### src/rtl/core/rld_pkg.sv
// ----------------------------------------------------------------------------
// rld_pkg
// Shared types, character codes and helpers of the run-length decoder.
// ----------------------------------------------------------------------------
`default_nettype none

package rld_pkg;

    // character codes
    localparam logic [7:0] CH_ZERO  = 8'h30;
    localparam logic [7:0] CH_NINE  = 8'h39;
    localparam logic [7:0] CH_SPACE = 8'h20;
    localparam logic [7:0] CH_LA    = 8'h61;
    localparam logic [7:0] CH_LZ    = 8'h7A;
    localparam logic [7:0] CH_UA    = 8'h41;
    localparam logic [7:0] CH_UZ    = 8'h5A;

    // widths
    localparam int BYTE_W  = 8;
    localparam int COUNT_W = 4;

    // controller states
    typedef enum logic [0:0] {
        ST_IDLE,
        ST_EMIT
    } rld_state_t;

    // commands from controller to datapath
    typedef struct packed {
        logic load;       // take the input word
        logic push;       // write one result word to the output register
        logic push_last;  // that result is the last one of its input word
    } rld_cmd_t;

    // status from datapath to controller
    typedef struct packed {
        logic in_has_results;  // the input word causes at least one result
        logic slot_free;       // output register free or being drained
        logic count_zero;      // no copies left
        logic count_one;       // one copy left
        logic emit_self;       // the held byte is emitted once after its copies
    } rld_stat_t;

    // letter or space
    function automatic logic is_emit_char(input logic [BYTE_W-1:0] c);
        return ((c >= CH_LA) && (c <= CH_LZ)) || ((c >= CH_UA) && (c <= CH_UZ))
            || (c == CH_SPACE);
    endfunction

    // decimal digit
    function automatic logic is_digit_char(input logic [BYTE_W-1:0] c);
        return (c >= CH_ZERO) && (c <= CH_NINE);
    endfunction

endpackage

`default_nettype wire

### src/rtl/core/rld_ctrl.sv
// ----------------------------------------------------------------------------
// rld_ctrl
// Controller: accepts one input word, then steps the datapath through the
// result words that word causes.
// ----------------------------------------------------------------------------
`default_nettype none

module rld_ctrl
(
    input  wire logic               clk,
    input  wire logic               rst_n,
    input  wire logic               s_tvalid,
    output logic                    s_tready,
    input  wire rld_pkg::rld_stat_t stat,
    output rld_pkg::rld_cmd_t       cmd
);
    import rld_pkg::*;

    rld_state_t state_reg;
    rld_state_t state_next;

    // state register
    always_ff @(posedge clk or negedge rst_n)
    begin
        if (!rst_n)
        begin
            state_reg <= ST_IDLE;
        end
        else
        begin
            state_reg <= state_next;
        end
    end

    // next state and commands
    always_comb
    begin
        state_next    = state_reg;
        s_tready      = 1'b0;
        cmd.load      = 1'b0;
        cmd.push      = 1'b0;
        cmd.push_last = 1'b0;
        unique case (state_reg)
            ST_IDLE:
            begin
                s_tready = 1'b1;
                if (s_tvalid)
                begin
                    cmd.load = 1'b1;
                    if (stat.in_has_results)
                    begin
                        state_next = ST_EMIT;
                    end
                end
            end
            ST_EMIT:
            begin
                if (stat.slot_free)
                begin
                    cmd.push      = 1'b1;
                    cmd.push_last = stat.count_zero || (stat.count_one && !stat.emit_self);
                    if (cmd.push_last)
                    begin
                        state_next = ST_IDLE;
                    end
                end
            end
            default:
            begin
                state_next = ST_IDLE;
            end
        endcase
    end

endmodule

`default_nettype wire

### src/rtl/core/rld_dp.sv
// ----------------------------------------------------------------------------
// rld_dp
// Datapath: held byte, copy counter, pending repeat and output register.
// ----------------------------------------------------------------------------
`default_nettype none

module rld_dp
(
    input  wire logic                       clk,
    input  wire logic                       rst_n,
    input  wire logic [rld_pkg::BYTE_W-1:0] s_tdata,
    input  wire logic                       s_tlast,
    output logic                            m_tvalid,
    input  wire logic                       m_tready,
    output logic [rld_pkg::BYTE_W-1:0]      m_tdata,
    output logic                            m_tlast,
    input  wire rld_pkg::rld_cmd_t          cmd,
    output rld_pkg::rld_stat_t              stat
);
    import rld_pkg::*;

    logic [BYTE_W-1:0]  byte_reg;
    logic [COUNT_W-1:0] count_reg;
    logic [COUNT_W-1:0] count_next;
    logic [COUNT_W-1:0] pend_reg;
    logic [COUNT_W-1:0] pend_next;
    logic               self_reg;
    logic               valid_reg;
    logic               valid_next;
    logic [BYTE_W-1:0]  out_byte_reg;
    logic               out_last_reg;
    logic [BYTE_W-1:0]  digit_val;

    // repeat set by a digit: d-1 copies, none for zero
    assign digit_val = s_tdata - CH_ZERO;

    always_comb
    begin
        pend_next  = pend_reg;
        count_next = count_reg;
        if (cmd.load)
        begin
            count_next = pend_reg;
            pend_next  = '0;
            if (is_digit_char(s_tdata) && !s_tlast && (digit_val != '0))
            begin
                pend_next = COUNT_W'(digit_val - 1'b1);
            end
        end
        else if (cmd.push && (count_reg != '0))
        begin
            count_next = count_reg - 1'b1;
        end
    end

    // output register valid
    always_comb
    begin
        valid_next = valid_reg;
        if (cmd.push)
        begin
            valid_next = 1'b1;
        end
        else if (m_tready)
        begin
            valid_next = 1'b0;
        end
    end

    // control registers
    always_ff @(posedge clk or negedge rst_n)
    begin
        if (!rst_n)
        begin
            pend_reg  <= '0;
            count_reg <= '0;
            valid_reg <= 1'b0;
        end
        else
        begin
            pend_reg  <= pend_next;
            count_reg <= count_next;
            valid_reg <= valid_next;
        end
    end

    // payload registers
    always_ff @(posedge clk)
    begin
        if (cmd.load)
        begin
            byte_reg <= s_tdata;
            self_reg <= is_emit_char(s_tdata);
        end
        if (cmd.push)
        begin
            out_byte_reg <= byte_reg;
            out_last_reg <= cmd.push_last;
        end
    end

    // status to controller
    always_comb
    begin
        stat.in_has_results = (pend_reg != '0) || is_emit_char(s_tdata);
        stat.slot_free      = !valid_reg || m_tready;
        stat.count_zero     = (count_reg == '0);
        stat.count_one      = (count_reg == COUNT_W'(1));
        stat.emit_self      = self_reg;
    end

    assign m_tvalid = valid_reg;
    assign m_tdata  = out_byte_reg;
    assign m_tlast  = out_last_reg;

endmodule

`default_nettype wire

### src/rtl/core/run_length_decoder.sv
// ----------------------------------------------------------------------------
// run_length_decoder
// Expands run-length coded bytes, one result word per cycle when not stalled.
// ----------------------------------------------------------------------------
// A digit d in the input stores a repeat of d-1 copies (none for '0') owed to
// the next byte; that byte is first output that many times, then output once
// more if it is a letter or space, or sets a new repeat if it is a digit;
// other bytes are dropped. s_tlast on a byte clears the repeat after it.
// m_tlast marks the last result word caused by one input word. An input word
// is taken in the idle state, and its results then leave at one word per cycle
// through the output register while m_tready allows; input is held off while the
// copy counter runs.
`default_nettype none

module run_length_decoder
(
    input  wire logic                       clk,
    input  wire logic                       rst_n,
    input  wire logic                       s_tvalid,
    output logic                            s_tready,
    input  wire logic [rld_pkg::BYTE_W-1:0] s_tdata,   // [7:0] in_byte
    input  wire logic                       s_tlast,   // in_last
    output logic                            m_tvalid,
    input  wire logic                       m_tready,
    output logic [rld_pkg::BYTE_W-1:0]      m_tdata,   // [7:0] out_byte
    output logic                            m_tlast    // run_last
);
    import rld_pkg::*;

    rld_cmd_t  cmd;
    rld_stat_t stat;

    // sequencer
    rld_ctrl u_ctrl
    (
        .clk      (clk),
        .rst_n    (rst_n),
        .s_tvalid (s_tvalid),
        .s_tready (s_tready),
        .stat     (stat),
        .cmd      (cmd)
    );

    // byte, counter and output register
    rld_dp u_dp
    (
        .clk      (clk),
        .rst_n    (rst_n),
        .s_tdata  (s_tdata),
        .s_tlast  (s_tlast),
        .m_tvalid (m_tvalid),
        .m_tready (m_tready),
        .m_tdata  (m_tdata),
        .m_tlast  (m_tlast),
        .cmd      (cmd),
        .stat     (stat)
    );

endmodule

`default_nettype wire

### config.mk
export PLATFORM = sky130hd
export DESIGN_NAME = run_length_decoder
export DESIGN_NICKNAME = d
export VERILOG_FILES = /design/src/rtl/core/rld_pkg.sv /design/src/rtl/core/rld_ctrl.sv /design/src/rtl/core/rld_dp.sv /design/src/rtl/core/run_length_decoder.sv
export SDC_FILE = /design/constraint.sdc
export NUM_CORES = 1
export LEC_CHECK = 0
export BUFFER_PORTS_ARGS = -buffer_cell sky130_fd_sc_hd__buf_2
export CAP_MARGIN = 30
export CORE_ASPECT_RATIO = 1.5
export CORE_UTILIZATION = 40
export CTS_CLUSTER_DIAMETER = 100
export DETAILED_ROUTE_END_ITERATION = 12
export GPL_TIMING_DRIVEN = 0
export PLACE_DENSITY = 0.6
export SKIP_LAST_GASP = 1
export SLEW_MARGIN = 20
export SYNTH_ARGS = -nofsm -noshare
export SYNTH_HDL_FRONTEND = slang
export SYNTH_SLANG_ARGS = --single-unit
### constraint.sdc
create_clock -name clk -period 2.53 [get_ports clk]
set_input_delay 0.506 -clock clk [delete_from_list [all_inputs] [get_ports clk]]
set_output_delay 0.506 -clock clk [all_outputs]
set_load 0.05 [all_outputs]
==> flow_metrics.py <==
metrics = {
    "status": {
        "status": "finished, final reports clean",
    },
    "power": {
        "peakVddDrop_mv": 0.4560,
        "power_frac_comb_pct": 38.8,
        "p_leak_nw": 0.6176,
        "p_int_uw": 909.9,
        "netSwitchingPower_uw": 596.7,
        "switching_share_pct": 39.60,
        "power_frac_clock_pct": 15.6,
        "seqPwrFrac_pct": 45.6,
        "powerDensity_nw_per_um2": 1034,
    },
    "die": {
        "start_util_pct": 42.43,
        "coreArea_um2": 2943,
        "fp.dieH_um": 70.43,
        "rows": 24,
        "die_area_um2": 3354,
        "io-pin-count": 24,
        "die_w_um": 47.62,
    },
    "synth": {
        "syn_area_per_cell_um2": 13.57,
        "synthesis.area_um2": 1249,
        "synth_edf_count": 18,
        "synth_nets": 111,
        "ys_ff_latch": 28,
        "synth_cell_types": 30,
        "ys_seq_area_share_pct": 63.33,
        "async_flop_share_pct": 35.71,
        "syn-instance-count": 92,
        "synth_flop_cell": "edfxtp_1",
        "ys_warn_count": 0,
    },
    "sta": {
        "tns_ns": 0,
        "rsz0062_at_grt": "false",
        "layout_setup_ws_ns": 0.6195,
        "max_freq_mhz": 523.4,
        "setup_violations": 0,
        "hold_violations": 0,
        "final.period_utilization_pct": 75.52,
        "clock_skew_ns": 0.004110,
        "worst_pin_slew_ns": 0.4767,
        "slew_headroom_pct": 68.19,
        "layout_min_cycle_time_ns": 1.911,
        "drv_slew": 0,
    },
    "grt": {
        "grt_pass1_wl_um": 3180,
        "grt_max_degree": 16,
        "globalRouteOverflowTotal": 0,
        "grt_pass1_vias": 736,
        "grt_antenna_before_repair": 0,
        "grt_usage_pct": 13.16,
    },
    "finish": {
        "areaGrowthSynthToFinish_pct": 16.73,
        "fin_nets": 139,
        "drive_above_1_share_pct": 28.57,
        "stdcell_count": 158,
        "antenna_cells": 0,
        "utilization_pct": 49.53,
        "mostFrequentLayoutCells": "23 x buf_2, 18 x edfxtp_1, 10 x dfrtp_1",
        "design_area_um2": 1458,
        "final_common_cell": "buf_2",
    },
    "worst_hold_path": {
        "min_path_type": "in2async",
    },
    "clocking": {
        "cts-resized-gates": 0,
        "cts_buffers": 3,
        "clk_latency_ns": 0.27,
        "cts_num_sinks": 28,
        "cts-hold-fix-buffers": 0,
        "cts_setup_buffers": 0,
        "clockBufferDepth": 2,
        "cts_tree": "done",
        "clk_pin_slew_ns": 0.09,
        "root_buffer": "clkbuf_8",
        "cts_htree_levels": 1,
    },
    "route": {
        "drt_iter0_markers": 16,
        "viasPerCell": 5.044,
        "drt-pass1-iter-count": 4,
        "vias": 797,
        "drt-met1-wl_um": 859,
        "highest_layer": "met4",
        "wl_met3_um": 65,
        "routed_wl_um": 2025,
        "route.met2.wl_um": 1078,
        "wire_per_inst_um": 12.82,
        "drcViolationCount": 0,
        "ant_nets": 0,
    },
    "placement": {
        "dp_cells": 154,
        "portBuffers": 23,
        "dpl_cell_area_um2": 1413,
        "dpl_worst_slack_ns": 0.4456,
        "place_congestion": 0.7863,
        "dp_hpwl_um": 1523,
    },
    "worst_setup_path": {
        "cp-start-kind": "flip-flop",
        "critical_path_arrival_ns": 2.07,
        "path_class": "reg2reg",
        "worstSetupEndpointType": "flip-flop",
        "worstPathMaxFanout": 7,
        "required_ns": 2.68,
    },
    "flow_run": {
        "cap_violations": 0,
    },
}
==> final timing paths <==
path / start / endpoint / slack, ns / cells past startpoint
worst max-delay path: u_dp.count_reg[0] / u_dp.count_reg[3] / 0.62 / 6
max in group asynchronous: rst_n / u_dp.count_reg[1] / 2.26 / 1
worst max register to register: u_dp.count_reg[0] / u_dp.count_reg[3] / 0.62 / 6
worst min-delay path: rst_n / u_dp.pend_reg[1] / 0.08 / 1
min in group clk: u_dp.byte_reg[3] / u_dp.m_tdata[3] / 0.42 / 0
worst min register to register: u_dp.byte_reg[3] / u_dp.m_tdata[3] / 0.42 / 0
==> cells in the mapped netlist (all sizes together), types with 2 or more instances <==
| cell | n | area share, % |
|---|---|---|
| a221o | 4 | 3.2 |
| nor3 | 3 | 1.2 |
| nor2 | 6 | 1.8 |
| dfrtp | 10 | 20 |
| o21ai | 5 | 2.0 |
| inv | 9 | 2.7 |
| a21oi | 2 | 0.80 |
| nand2b | 2 | 1.2 |
| ha | 6 | 6.0 |
| nand3 | 2 | 0.80 |
| nand2 | 6 | 1.8 |
| or4b | 2 | 1.6 |
| edfxtp | 18 | 43 |
| xnor2 | 2 | 1.4 |
==> power groups by stage <==
stage | clock network (mW) | registers (mW) | logic [mW]
after floorplan | 0 | 0.877 | 0.279
after CTS | 0.240 | 0.688 | 0.589
after detailed placement | 0 | 0.698 | 0.587
after global placement | 0 | 0.695 | 0.576
final | 0.235 | 0.686 | 0.585
after global routing | 0.257 | 0.707 | 0.632
==> layer usage <==
metal / track usage [%] / vias up
met5: 0 / -
met4: 6.790 / 0
met3: 1.809 / 2
met2: 21.46 / 18
met1: 15.94 / 383
li1: - / 394
==> layout make-up <==
cell class / instances / area [µm²]
Buffer: 1 / 7.507
Clock inverter: 1 / 3.754
Clock buffer: 3 / 41.29
Tap cell: 39 / 48.80
Sequential cell: 28 / 790.8
Fill cell: 281 / 1485
Multi-Input combinational cell: 54 / 416.7
Timing Repair Buffer: 23 / 115.1
Inverter: 9 / 33.78
==> cells by family after synthesis <==
group           share of synthesized area [%]
buf+inv                                 3.307
flops                                   63.33
simple gates                            12.13
compound gates                          12.13
mux                                     1.703
xor+xnor                                1.403
fa+ha+maj                               6.012
==> through the flow <==
stage,hold WS [ns],power (mW)
floorplan,0.2104,1.156
global placement,0.3781,1.271
detailed placement,0.3798,1.285
CTS,0.08683,1.516
global route,0.09209,1.597
finish,0.08108,1.507
==> worst max-delay path, cell delays in order (launching register included) <==
cell      delay (ns)
dfrtp_1         0.42
inv_1           0.07
ha_1            0.18
inv_1           0.09
o311ai_4        0.37
mux2_2          0.38
a221o_1         0.28
No activity file was read; power rests on OpenSTA's default activity.
